[config.mk]
export PLATFORM = sky130hd
export DESIGN_NAME = websocket_frame_deframer
export DESIGN_NICKNAME = d
export VERILOG_FILES = /design/src/rtl/core/wsd_pkg.sv /design/src/rtl/core/websocket_frame_deframer.sv
export SDC_FILE = /design/constraint.sdc
export NUM_CORES = 1
export LEC_CHECK = 0
export BUFFER_PORTS_ARGS = -buffer_cell sky130_fd_sc_hd__buf_2
export CORE_UTILIZATION = 55
export CTS_CLUSTER_DIAMETER = 50
export CTS_CLUSTER_SIZE = 25
export DETAILED_ROUTE_END_ITERATION = 8
export PLACE_DENSITY = 0.83
export SKIP_CTS_REPAIR_TIMING = 1
export SLEW_MARGIN = 20
export SYNTH_ARGS = -nofsm -noshare
export SYNTH_HDL_FRONTEND = slang
export SYNTH_SLANG_ARGS = --single-unit
[constraint.sdc]
create_clock -name clk -period 5 [get_ports clk]
set_input_delay 1 -clock clk [delete_from_list [all_inputs] [get_ports clk]]
set_output_delay 1 -clock clk [all_outputs]
set_load 0.02 [all_outputs]
[src/rtl/core/wsd_pkg.sv]
// shared types and constants for the websocket frame deframer
package wsd_pkg;

  typedef enum logic [2:0] {
    PH_HEADER = 3'd0,
    PH_LEN7   = 3'd1,
    PH_LENX   = 3'd2,
    PH_MASK   = 3'd3,
    PH_DATA   = 3'd4
  } phase_t;

  typedef enum logic [1:0] {
    KIND_BYTE  = 2'd0,
    KIND_EMPTY = 2'd1,
    KIND_ERROR = 2'd2
  } kind_t;

  typedef enum logic [2:0] {
    ERR_RESERVED = 3'd0,
    ERR_OPCODE   = 3'd1,
    ERR_UNMASKED = 3'd2,
    ERR_CONTROL  = 3'd3,
    ERR_TOO_LONG = 3'd4
  } err_code_t;

  localparam logic [31:0] MAX_PAYLOAD_RST = 32'd1048576;
  localparam logic [7:0]  RSV_MASK        = 8'h70;
  localparam logic [6:0]  LEN_EXT16       = 7'd126;
  localparam logic [6:0]  LEN_EXT64       = 7'd127;
  localparam logic [63:0] CTRL_MAX_LEN    = 64'd125;
  localparam logic [2:0]  EXT16_LEFT      = 3'd1;
  localparam logic [2:0]  EXT64_LEFT      = 3'd7;
  localparam logic [1:0]  MASK_LAST_IDX   = 2'd3;

  typedef struct packed {
    kind_t       kind;
    logic [7:0]  payload_byte;
    logic [3:0]  frame_opcode;
    logic        final_fragment;
    logic        last_of_frame;
    logic [31:0] frame_length;
    err_code_t   error_code;
  } result_t;

endpackage

[src/rtl/core/websocket_frame_deframer.sv]
// websocket client frame deframer: header parse, unmasking and error checks
// each result is registered in the output register, or in the skid entry
// throughput: one byte per cycle while in_ready is high; a two-entry output
// register and skid stage keep in_ready high while a single result waits for out_ready
// reset: synchronous active-low rst_n returns to the header phase, clears the
// error latch and both output entries, and loads max_len_r with 1048576
module websocket_frame_deframer #(
  parameter int LENGTH_COUNT_BITS = 32
) (
  input  logic        clk,
  input  logic        rst_n,
  input  logic        cfg_wr_en,
  input  logic [31:0] cfg_wr_data,
  input  logic        in_valid,
  output logic        in_ready,
  input  logic [7:0]  in_data_byte,
  output logic        out_valid,
  input  logic        out_ready,
  output logic [1:0]  out_kind,
  output logic [7:0]  out_payload_byte,
  output logic [3:0]  out_frame_opcode,
  output logic        out_final_fragment,
  output logic        out_last_of_frame,
  output logic [31:0] out_frame_length,
  output logic [2:0]  out_error_code
);

  localparam logic [63:0] CNT_LIMIT = (LENGTH_COUNT_BITS >= 64) ? {64{1'b1}} :
                                      ((64'd1 << LENGTH_COUNT_BITS) - 64'd1);

  wsd_pkg::phase_t  phase_r, phase_nxt;
  logic             fin_r, fin_nxt;
  logic [3:0]       opcode_r, opcode_nxt;
  logic [63:0]      len_r, len_nxt;
  logic [2:0]       left_r, left_nxt;
  logic [31:0]      key_r, key_nxt;
  logic [1:0]       seen_r, seen_nxt;
  logic [LENGTH_COUNT_BITS-1:0] cnt_r, cnt_nxt, cnt_inc;
  logic             err_r, err_nxt;
  logic [31:0]      max_len_r;

  wsd_pkg::result_t res;
  logic             res_v;
  wsd_pkg::result_t out_r, skid_r;
  logic             out_v_r, skid_v_r;

  logic        in_fire;
  logic [7:0]  b;
  logic [63:0] len_cand;
  logic [63:0] limit;
  logic        ctrl_bad;
  logic        too_long;
  logic        opcode_ok;
  logic [7:0]  key_byte;
  logic        last;

  assign in_ready = !skid_v_r;
  assign in_fire  = in_valid && in_ready;
  assign b        = in_data_byte;
  assign cnt_inc  = cnt_r + 1'b1;

  // full length as it stands once this byte is folded in
  assign len_cand = (phase_r == wsd_pkg::PH_LENX) ? {len_r[55:0], b} : {57'd0, b[6:0]};
  assign limit    = ({32'd0, max_len_r} > CNT_LIMIT) ? CNT_LIMIT : {32'd0, max_len_r};
  assign ctrl_bad = opcode_r[3] && (!fin_r || (len_cand > wsd_pkg::CTRL_MAX_LEN));
  assign too_long = len_cand > limit;
  assign opcode_ok = (b[3:0] <= 4'd2) || ((b[3:0] >= 4'd8) && (b[3:0] <= 4'd10));
  assign last      = (64'(cnt_inc) == len_r);

  always_comb begin
    case (cnt_r[1:0])
      2'd0:    key_byte = key_r[31:24];
      2'd1:    key_byte = key_r[23:16];
      2'd2:    key_byte = key_r[15:8];
      default: key_byte = key_r[7:0];
    endcase
  end

  always_comb begin
    phase_nxt  = phase_r;
    fin_nxt    = fin_r;
    opcode_nxt = opcode_r;
    len_nxt    = len_r;
    left_nxt   = left_r;
    key_nxt    = key_r;
    seen_nxt   = seen_r;
    cnt_nxt    = cnt_r;
    err_nxt    = err_r;
    res_v      = 1'b0;
    res        = '0;
    res.kind       = wsd_pkg::KIND_BYTE;
    res.error_code = wsd_pkg::ERR_RESERVED;
    if (in_fire && !err_r) begin
      case (phase_r)
        wsd_pkg::PH_HEADER: begin
          fin_nxt    = b[7];
          opcode_nxt = b[3:0];
          len_nxt    = '0;
          cnt_nxt    = '0;
          if ((b & wsd_pkg::RSV_MASK) != 8'd0) begin
            err_nxt        = 1'b1;
            res_v          = 1'b1;
            res.kind       = wsd_pkg::KIND_ERROR;
            res.error_code = wsd_pkg::ERR_RESERVED;
          end else if (!opcode_ok) begin
            err_nxt        = 1'b1;
            res_v          = 1'b1;
            res.kind       = wsd_pkg::KIND_ERROR;
            res.error_code = wsd_pkg::ERR_OPCODE;
          end else begin
            phase_nxt = wsd_pkg::PH_LEN7;
          end
        end
        wsd_pkg::PH_LEN7, wsd_pkg::PH_LENX: begin
          len_nxt = len_cand;
          if (phase_r == wsd_pkg::PH_LEN7 && !b[7]) begin
            err_nxt        = 1'b1;
            res_v          = 1'b1;
            res.kind       = wsd_pkg::KIND_ERROR;
            res.error_code = wsd_pkg::ERR_UNMASKED;
          end else if (phase_r == wsd_pkg::PH_LEN7 && b[6:0] == wsd_pkg::LEN_EXT16) begin
            len_nxt   = '0;
            left_nxt  = wsd_pkg::EXT16_LEFT;
            phase_nxt = wsd_pkg::PH_LENX;
          end else if (phase_r == wsd_pkg::PH_LEN7 && b[6:0] == wsd_pkg::LEN_EXT64) begin
            len_nxt   = '0;
            left_nxt  = wsd_pkg::EXT64_LEFT;
            phase_nxt = wsd_pkg::PH_LENX;
          end else if (phase_r == wsd_pkg::PH_LENX && left_r != 3'd0) begin
            left_nxt = left_r - 3'd1;
          end else if (ctrl_bad) begin
            err_nxt        = 1'b1;
            res_v          = 1'b1;
            res.kind       = wsd_pkg::KIND_ERROR;
            res.error_code = wsd_pkg::ERR_CONTROL;
          end else if (too_long) begin
            err_nxt        = 1'b1;
            res_v          = 1'b1;
            res.kind       = wsd_pkg::KIND_ERROR;
            res.error_code = wsd_pkg::ERR_TOO_LONG;
          end else begin
            phase_nxt = wsd_pkg::PH_MASK;
            seen_nxt  = '0;
            key_nxt   = '0;
          end
        end
        wsd_pkg::PH_MASK: begin
          key_nxt = {key_r[23:0], b};
          if (seen_r != wsd_pkg::MASK_LAST_IDX) begin
            seen_nxt = seen_r + 2'd1;
          end else begin
            seen_nxt = '0;
            cnt_nxt  = '0;
            if (len_r == 64'd0) begin
              phase_nxt         = wsd_pkg::PH_HEADER;
              res_v             = 1'b1;
              res.kind          = wsd_pkg::KIND_EMPTY;
              res.last_of_frame = 1'b1;
            end else begin
              phase_nxt = wsd_pkg::PH_DATA;
            end
          end
        end
        wsd_pkg::PH_DATA: begin
          cnt_nxt = cnt_inc;
          if (last) begin
            phase_nxt = wsd_pkg::PH_HEADER;
          end
          res_v             = 1'b1;
          res.kind          = wsd_pkg::KIND_BYTE;
          res.payload_byte  = b ^ key_byte;
          res.last_of_frame = last;
          res.frame_length  = len_r[31:0];
        end
        default: begin
          phase_nxt = wsd_pkg::PH_HEADER;
        end
      endcase
    end
    res.frame_opcode   = opcode_nxt;
    res.final_fragment = fin_nxt;
  end

  always_ff @(posedge clk) begin
    if (!rst_n) begin
      phase_r   <= wsd_pkg::PH_HEADER;
      fin_r     <= 1'b0;
      opcode_r  <= '0;
      len_r     <= '0;
      left_r    <= '0;
      key_r     <= '0;
      seen_r    <= '0;
      cnt_r     <= '0;
      err_r     <= 1'b0;
      max_len_r <= wsd_pkg::MAX_PAYLOAD_RST;
    end else begin
      phase_r  <= phase_nxt;
      fin_r    <= fin_nxt;
      opcode_r <= opcode_nxt;
      len_r    <= len_nxt;
      left_r   <= left_nxt;
      key_r    <= key_nxt;
      seen_r   <= seen_nxt;
      cnt_r    <= cnt_nxt;
      err_r    <= err_nxt;
      if (cfg_wr_en) begin
        max_len_r <= cfg_wr_data;
      end
    end
  end

  // output word register with one skid entry behind it
  always_ff @(posedge clk) begin
    if (!rst_n) begin
      out_v_r  <= 1'b0;
      skid_v_r <= 1'b0;
    end else if (!out_v_r || out_ready) begin
      if (skid_v_r) begin
        out_v_r  <= 1'b1;
        skid_v_r <= 1'b0;
      end else begin
        out_v_r <= res_v;
      end
    end else if (res_v) begin
      skid_v_r <= 1'b1;
    end
  end

  always_ff @(posedge clk) begin
    if (!out_v_r || out_ready) begin
      if (skid_v_r) begin
        out_r <= skid_r;
      end else begin
        out_r <= res;
      end
    end else if (res_v) begin
      skid_r <= res;
    end
  end

  assign out_valid          = out_v_r;
  assign out_kind           = out_r.kind;
  assign out_payload_byte   = out_r.payload_byte;
  assign out_frame_opcode   = out_r.frame_opcode;
  assign out_final_fragment = out_r.final_fragment;
  assign out_last_of_frame  = out_r.last_of_frame;
  assign out_frame_length   = out_r.frame_length;
  assign out_error_code     = out_r.error_code;

  a_skid_behind_out: assert property (@(posedge clk) disable iff (!rst_n)
    skid_v_r |-> out_v_r)
    else $error("skid entry held while output register empty");

  a_err_sticky: assert property (@(posedge clk) disable iff (!rst_n)
    err_r |=> err_r)
    else $error("error latch cleared without reset");

  a_err_word_latched: assert property (@(posedge clk) disable iff (!rst_n)
    (out_v_r && out_r.kind == wsd_pkg::KIND_ERROR) |-> err_r)
    else $error("error word shown but error latch not set");

  a_data_len_ok: assert property (@(posedge clk) disable iff (!rst_n)
    (phase_r == wsd_pkg::PH_DATA) |-> (len_r != 64'd0 && len_r[63:32] == 32'd0))
    else $error("payload phase with zero or oversized length");

  a_no_word_after_err: assert property (@(posedge clk) disable iff (!rst_n)
    (err_r && in_fire) |-> !res_v)
    else $error("word produced after error latched");

endmodule
Word-level counts from Yosys, hierarchy flattened
Cells that the tools add are included.

storage, ports and cells
  register bits = 278

operators by class
  order comparisons = 5
  add/sub/neg operators = 3
  reductions and logical operators = 34
  bitwise gates (word level) = 4
  mux-type cells = 90
  equal/unequal tests = 28

operators by type and width
  operator                                                                number
  32-bit two-way mux                                                      8
  64-bit two-way mux                                                      4
  64-bit case mux with 2 select lines                                     1
  32-bit case mux with 3 select lines                                     1
  32-bit by 64-bit equality test with 1-bit output                        1
  64-bit by 32-bit > comparator with 1-bit output                         1
  64-bit by 7-bit > comparator with 1-bit output (second input constant)  1
  64-bit zero test                                                        1
  32-bit case mux with 2 select lines                                     1
  3-bit two-way mux                                                       20
  51-bit two-way mux                                                      1
  36-bit two-way mux                                                      1
  32-bit by 1-bit adder with 32-bit output (second input constant)        1
  2-bit two-way mux                                                       15
  1-bit two-way mux                                                       26
  8-bit case mux with 3 select lines                                      1
  2-bit inequality test (second input constant)                           11
  4-bit inequality test (second input constant)                           4
  7-bit equality test (second input constant)                             2
  3-bit inequality test (second input constant)                           4
  3-bit case mux with 4 select lines                                      1
  10-bit two-way mux                                                      1
  9-bit AND reduction                                                     1
  3-bit nonzero test                                                      3
  32 further kinds                                                        53

Depth between registers and ports, before layout
Gate-level depths: netlist of the first run.

  depth in word-level cells = 13
  mapped depth = 15
  gate-level depth less buffers = 12

Least setup slack after synthesis of the first run
OpenSTA, ideal clock, no wires.

  path type = register to register
  from = reg phase_r[0]
  to = reg skid_r[0] in the netlist's numbering (enable)
  stages on the path, launching flop included = 14
  arrival time = 4.044 ns
  clock period less this slack = 4.458 ns
  data required time = 4.586 ns
  library setup time = 0.414 ns
  buffers on the path = 2
  setup slack = 0.542 ns
  cells stage by stage = dfxtp_1 > buf_2 > nand2b_1 > nor2_1 > clkbuf_1 > and2_1 > ha_1 > nand3_1 > or4b_1 > or2_0 > o221ai_2 > o31ai_4 > o21ai_1 > and2_1

between the ends
  word-level cells in the longest chain between the ends = 13

RTL lines
  element                                         RTL line                                                                                         RTL
  start: declaration                              websocket_frame_deframer.sv:31                                                                   wsd_pkg::phase_t phase_r, phase_nxt;
  start signal: assignment                        websocket_frame_deframer.sv:186                                                                  phase_r <= wsd_pkg::PH_HEADER;
  start signal: assignment                        websocket_frame_deframer.sv:197                                                                  phase_r <= phase_nxt;
  3-bit by 2-bit equality test with 1-bit output  websocket_frame_deframer.sv:63, websocket_frame_deframer.sv:94, websocket_frame_deframer.sv:129
  64-bit two-way mux                              websocket_frame_deframer.sv:63                                                                   assign len_cand = (phase_r == wsd_pkg::PH_LENX) ? {len_r[55:0], b} : {57'd0, b[6:0]};
  64-bit by 7-bit > comparator with 1-bit output  websocket_frame_deframer.sv:65                                                                   assign ctrl_bad = opcode_r[3] && (!fin_r || (len_cand > wsd_pkg::CTRL_MAX_LEN));
  1-bit logical OR                                websocket_frame_deframer.sv:65
  1-bit logical AND                               websocket_frame_deframer.sv:65
  1-bit two-way mux                               websocket_frame_deframer.sv:131                                                                  end else if (ctrl_bad) begin
  1-bit two-way mux                               websocket_frame_deframer.sv:129                                                                  end else if (phase_r == wsd_pkg::PH_LENX && left_r != 3'd0) begin
  1-bit two-way mux                               websocket_frame_deframer.sv:125                                                                  end else if (phase_r == wsd_pkg::PH_LEN7 && b[6:0] == wsd_pkg::LEN_EXT64) begin
  1-bit two-way mux                               websocket_frame_deframer.sv:121                                                                  end else if (phase_r == wsd_pkg::PH_LEN7 && b[6:0] == wsd_pkg::LEN_EXT16) begin
  1-bit two-way mux                               websocket_frame_deframer.sv:116                                                                  if (phase_r == wsd_pkg::PH_LEN7 && !b[7]) begin
  1-bit case mux with 4 select lines (*)          websocket_frame_deframer.sv:94                                                                   case (phase_r)
  1-bit two-way mux (*)                           websocket_frame_deframer.sv:93                                                                   if (in_fire && !err_r) begin
  2-bit AND reduction (no line) (*)               n/a
  end signal: assignment                          websocket_frame_deframer.sv:237                                                                  skid_r <= res;
  end: declaration                                websocket_frame_deframer.sv:44                                                                   wsd_pkg::result_t out_r, skid_r;

Every way passes the cells marked *; elsewhere a longest branch is shown, timed or not.
A chain may end at the register's enable or synchronous reset.

Worst setup path in the final report of the first run
  from = reg phase_r[0]
  to = reg skid_r[16] in the netlist's numbering (enable)

The elaborated chain is that of the path after synthesis.

==> results of run 1 <==
-- final timing paths --
kind	startpoint	end	depth (start not counted)
max	phase_r[0]	skid_r[16]	13
min	len_r[56]	len_r[56]	2
max reg2reg	phase_r[0]	skid_r[16]	13
min reg2reg	len_r[56]	len_r[56]	2
-- registers in the layout (all words and copies together), names as in the netlist, 3 cells and up --
signal and cells:
out_frame_length 32, max_len_r 32, skid_r 51, phase_r 3, key_r 32, out_frame_opcode 4
out_error_code 3, len_r 64, left_r 3, out_payload_byte 8, opcode_r 4, cnt_r 32
-- cell families after synthesis --
logic type,share of synthesized area [%]
buf+inv,4.60
xor+xnor,3.45
fa+ha+maj,3.33
compound gates,15.4
mux,4.09
simple gates,21.0
flops,48.1
-- layer usage --
layer | vias up | global-route usage, %
li1 | 5341 | -
met1 | 5456 | 35.4
met2 | 514 | 46.2
met3 | 107 | 3.32
met4 | 2 | 10.0
met5 | - | 0
-- cell type report --
cell class,instances,area [um2],area share (%)
Clock inverter,21,264,1.72
Timing Repair Buffer,116,653,4.25
Clock buffer,31,753,4.90
Tap cell,324,405,2.64
Multi-Input combinational cell,1032,6500,42.3
Inverter,50,193,1.25
Sequential cell,278,6590,42.9
-- worst max-delay path, cell delays in order (launching register included) --
cell,delay [ns]
dfxtp_1,0.31
nand2b_1,0.21
nor2_2,0.58
and2_1,0.25
ha_1,0.24
and2_1,0.16
mux2_4,0.26
a221o_1,0.29
a221oi_1,0.45
nor2_1,0.19
o31ai_4,0.29
o21ai_1,0.15
and2_2,0.34
buf_12,0.22
-- Yosys cell counts (all sizes together), types with 20 or more instances --
library cell	number
nor2	110
and2	67
nor3	21
edfxtp	102
clkbuf	78
inv	49
a21oi	138
xor2	20
buf	25
mux2i	41
o21ai	76
nand3	47
xnor2	34
a21o	45
ha	33
nor4	24
nand4	56
nand2	161
dfxtp	176
-- report_power, final --
part           total [mW]  leakage, nW  internal, mW  switching, mW
Clock                2.25        0.488          1.25          0.999
Combinational       0.340         3.19         0.105          0.236
Sequential           2.43         2.45          2.40         0.0258
Total                5.02         6.13          3.75           1.26
-- metrics by stage --
step	cell area (um2)	utilization, %	power, mW
2_1_floorplan	13700	-	2.70
3_3_place_gp	14300	58.8	2.81
3_5_place_dp	14300	58.8	2.82
4_1_cts	15300	62.9	5.04
5_1_grt	15400	63.0	5.16
6_report	15400	63.0	5.02
==> flow_metrics.py, run 1 <==
metrics = {
    "place": {
        "portBuffers": 97,
        "pre_cts_ws_ns": 0.681,
        "place_inst": 1800,
        "gp_congestion": 0.964,
        "dp_hpwl_um": 23500,
    },
    "setup_path": {
        "critPathKind": "reg -> reg",
        "crit_fanout": 41,
        "cp-end-kind": "flip-flop",
        "worstPathArrival_ns": 4.55,
        "critPathLaunchType": "flip-flop",
        "cp_data_required_time_ns": 5.27,
        "reg2reg_slack_ns": 0.72,
    },
    "detailed_routing": {
        "highest_layer": "met5",
        "routedWlPerCell_um": 18.9,
        "wirelength_um": 35000,
        "drtIter0Drc": 1197,
        "via_per_inst": 6.17,
        "route.antenna.remaining_nets": 0,
        "drc": 0,
        "m1WireLength_um": 14200,
        "met2WireLength_um": 16800,
        "vias": 11400,
        "drt_first_pass_iters": 8,
        "wl_met3_um": 2650,
    },
    "logic_synthesis": {
        "synthesis.nets": 1541,
        "synth-async-reset-ratio_pct": 0,
        "ys_warn_count": 0,
        "synth_ff_type": "dfxtp_1",
        "synth_edf_count": 102,
        "synth.avg_cell_area_um2": 9.36,
        "ys_seq_area_share_pct": 48.1,
        "synthCells": 1463,
        "synth_top_area_share_pct": 25.7,
        "synthTopCellsByArea": "dfxtp_1, edfxtp_1, a21oi_1",
        "ys_ff_latch": 278,
        "synth.distinct_cells": 89,
        "syn_area_mm2": 0.0137,
        "synth_area_leader_cell": "dfxtp_1",
    },
    "global_route": {
        "overflow": 0,
        "grt_pass1_vias": 11000,
        "antenna_found_initial": 1,
        "grt_use_total_pct": 27.1,
        "grt_first_pass_wirelength_um": 56300,
        "grt_max_degree": 109,
    },
    "sta": {
        "tightest_slew_ns": 0.949,
        "fin_skew_ns": 0.0226,
        "finalSetupViolations": 0,
        "hold_viol": 0,
        "setup_tns_ns": 0,
        "worst_slack_ns": 0.724,
        "fmax_mhz": 234,
        "period_share_pct": 85.5,
        "final_max_slew_viol_count": 0,
        "slew_headroom_pct": 36.7,
        "hold_ws_ns": 0.461,
        "fin_crit_ns": 4.28,
        "rsz0062_at_grt": "false",
    },
    "clocking": {
        "cts_tree": "built",
        "root_buffer": "clkbuf_16",
        "cts.clk_slew.worst_paths_ns": 0.07,
        "clock_sinks": 278,
        "clk_path_buf_depth": 3,
        "htreeDepth": 1,
        "clk_latency_ns": 0.56,
        "cts_inserted_buffers": 28,
    },
    "layout": {
        "num-nets-final": 1584,
        "layout_common_cells": "dfxtp_1, nand2_1, a21oi_1, nor2_1, edfxtp_1",
        "n_fill_cell": 2000,
        "diodes": 0,
        "syn2layout_area_growth_pct": 12.2,
        "finalNonFillerCells": 1852,
        "final_layout_size_suffix_gt1_share_pct": 14.3,
        "final_common_cell": "dfxtp_1",
    },
    "power": {
        "worst_ir_drop_vdd_mv": 0.274,
        "power.leakage_nw": 6.13,
        "powerDensity_mw_per_mm2": 327,
    },
    "outcome": {
        "outcome": "complete, no violations",
    },
    "floorplan": {
        "num_rows": 57,
        "start_util_pct": 56.1,
        "num_io_pins": 98,
        "die-area_mm2": 0.0255,
        "die_h_um": 160,
        "die_x_um": 160,
        "core_area_mm2": 0.0244,
    },
    "job": {
        "max_cap_viol_count": 0,
    },
    "min_path": {
        "hold_class": "reg -> reg",
    },
}
Note: power is estimated with default switching activity, not from simulation.
==> run 2, diff against run 1 <==
==> constraint.sdc (replaced) <==
create_clock -name clk -period 5.3 [get_ports clk]
set_input_delay 1.06 -clock clk [delete_from_list [all_inputs] [get_ports clk]]
set_output_delay 1.06 -clock clk [all_outputs]
set_load 0.02 [all_outputs]
==> run 2 against run 1 <==
Net effect: first-iteration DRC count decreased by 4.7%; die area did not move; clock skew fell by 0.0068 ns; critical path type unchanged; register-to-register slack got worse by 0.08 ns; sequential power fell by 6%; critical endpoint is now skid_r[28]; maximum frequency fell by 8.2%; non-clock buffer count is 4 lower; global-route usage increased by 0.083 points; clock power is 5% lower; critical path depth is the same; cell count is 0.22% lower.
==> flow_metrics.py, run 2 (synthesis results as in run 1) <==
metrics = {
    "layout": {
        "n_fill_cell": 1925,
        "multi_input_area_mm2": 0.00650,
        "final_layout_size_suffix_gt1_share_pct": 14.0,
        "num-nets-final": 1580,
        "layout_common_cells": "dfxtp_1, nand2_1, a21oi_1, nor2_1, edfxtp_1",
        "syn2layout_area_growth_pct": 12.0,
        "regMostFlops": "len_r",
        "final_common_cell": "dfxtp_1",
        "finalNonFillerCells": 1848,
        "top_regs": "len_r: 64 flops, skid_r: 51 flops",
        "diodes": 0,
        "largest_reg_flops": 64,
        "design_area_mm2": 0.0153,
        "seqCellArea_mm2": 0.00659,
    },
    "min_path": {
        "min_from": "len_r[59]",
        "whs_endpoint": "len_r[59]",
        "worstHoldPathCells": 2,
        "hold_class": "reg -> reg",
    },
    "setup_path": {
        "critPathKind": "reg -> reg",
        "crit_fanout": 45,
        "r2r-end": "skid_r[28]",
        "r2r-start": "phase_r[1]",
        "critPathLaunchType": "flip-flop",
        "cp-end-kind": "flip-flop",
        "reg2reg_slack_ns": 0.64,
        "cp_data_required_time_ns": 5.59,
        "worstPathArrival_ns": 4.94,
        "reg2reg_depth": 13,
    },
    "floorplan": {
        "die-area_mm2": 0.0255,
        "num_rows": 57,
        "die_h_um": 160,
        "start_util_pct": 56.1,
        "die_x_um": 160,
        "num_io_pins": 98,
        "core_area_mm2": 0.0244,
    },
    "detailed_routing": {
        "route.antenna.remaining_nets": 0,
        "drc": 0,
        "wirelength_um": 35000,
        "drtIter0Drc": 1141,
        "drt_first_pass_iters": 8,
        "via_per_inst": 6.20,
        "routedWlPerCell_um": 18.9,
        "vias": 11500,
    },
    "sta": {
        "finalSetupViolations": 0,
        "fin_crit_ns": 4.66,
        "tightest_slew_ns": 1.01,
        "rsz0062_at_grt": "false",
        "hold_ws_ns": 0.454,
        "slew_headroom_pct": 32.5,
        "fmax_mhz": 215,
        "fin_skew_ns": 0.0158,
        "period_share_pct": 87.9,
        "hold_viol": 0,
        "final_max_slew_viol_count": 0,
        "setup_tns_ns": 0,
    },
    "outcome": {
        "outcome": "complete, no violations",
    },
    "place": {
        "place_inst": 1796,
        "placed_area_mm2": 0.0143,
        "portBuffers": 97,
        "gp_congestion": 0.918,
        "dp_hpwl_um": 23000,
    },
    "clocking": {
        "cts.clk_slew.worst_paths_ns": 0.08,
        "htreeDepth": 1,
        "root_buffer": "clkbuf_16",
        "clk_path_buf_depth": 3,
        "cts_inserted_buffers": 28,
        "clk_latency_ns": 0.56,
        "cts_tree": "built",
        "clock_sinks": 278,
    },
    "global_route": {
        "overflow": 0,
        "grt_first_pass_wirelength_um": 56200,
        "antenna_found_initial": 1,
        "grt_pass1_vias": 10800,
        "grt_use_total_pct": 27.2,
        "grt_max_degree": 95,
    },
    "power": {
        "total_power_mw": 4.75,
        "powerDensity_mw_per_mm2": 310,
        "power.leakage_nw": 6.11,
        "worst_ir_drop_vdd_mv": 0.225,
    },
    "job": {
        "max_cap_viol_count": 0,
    },
}
==> run 2: worst max-delay path by stage <==
stage / startpoint / endpoint / slack, ns / depth (start not counted)
floorplan: phase_r[0] / skid_r[0] / 0.84 / 13
CTS: phase_r[1] / skid_r[24] / 0.75 / 13
finish: phase_r[1] / skid_r[28] / 0.64 / 13
detailed placement: phase_r[1] / skid_r[32] / 0.79 / 13
global placement: phase_r[1] / skid_r[30] / 0.90 / 13
global route: phase_r[1] / skid_r[28] / 0.36 / 13
==> run 2: area by class of cell <==
cell class	instances	area share, %
inverters	50	1.24
repair buffers	112	3.98
flip-flops and latches	278	42.9
well taps	324	2.64
multi-input cells	1032	42.4
clock buffers	31	4.92
clock inverters	21	1.86
==> run 2: critical path, cell delays in order (launching register included) <==
cell,delay [ns]
dfxtp_1,0.70
nand2b_1,0.24
nor2_2,0.65
and2_1,0.25
ha_1,0.24
nor2b_1,0.15
mux2_4,0.28
a221o_1,0.29
a221oi_1,0.40
nor2_1,0.18
o31ai_4,0.29
o21ai_1,0.15
and2_2,0.30
buf_12,0.22
==> run 2: power breakdown <==
part	switching (mW)	internal, mW
clock network	1.02	1.12
logic	0.224	0.0974
registers	0.0237	2.27
==> run 2: metrics by stage <==
stage          setup WS, ns  util [%]
2_1_floorplan         0.842         -
3_3_place_gp          0.896      58.6
6_report              0.643      62.9
4_1_cts               0.746      62.9
5_1_grt               0.358      62.9
3_5_place_dp          0.787      58.6
==> run 2: per-layer routing <==
layer	vias to the layer above	wire length, um	part of all wire, %	GRT usage (%)
met4	0	1530	4.4	12.0
li1	5319	-	-	-
met5	-	0	0	0
met1	5457	14100	40	36.1
met2	583	16400	47	44.4
met3	107	2980	8.5	3.74
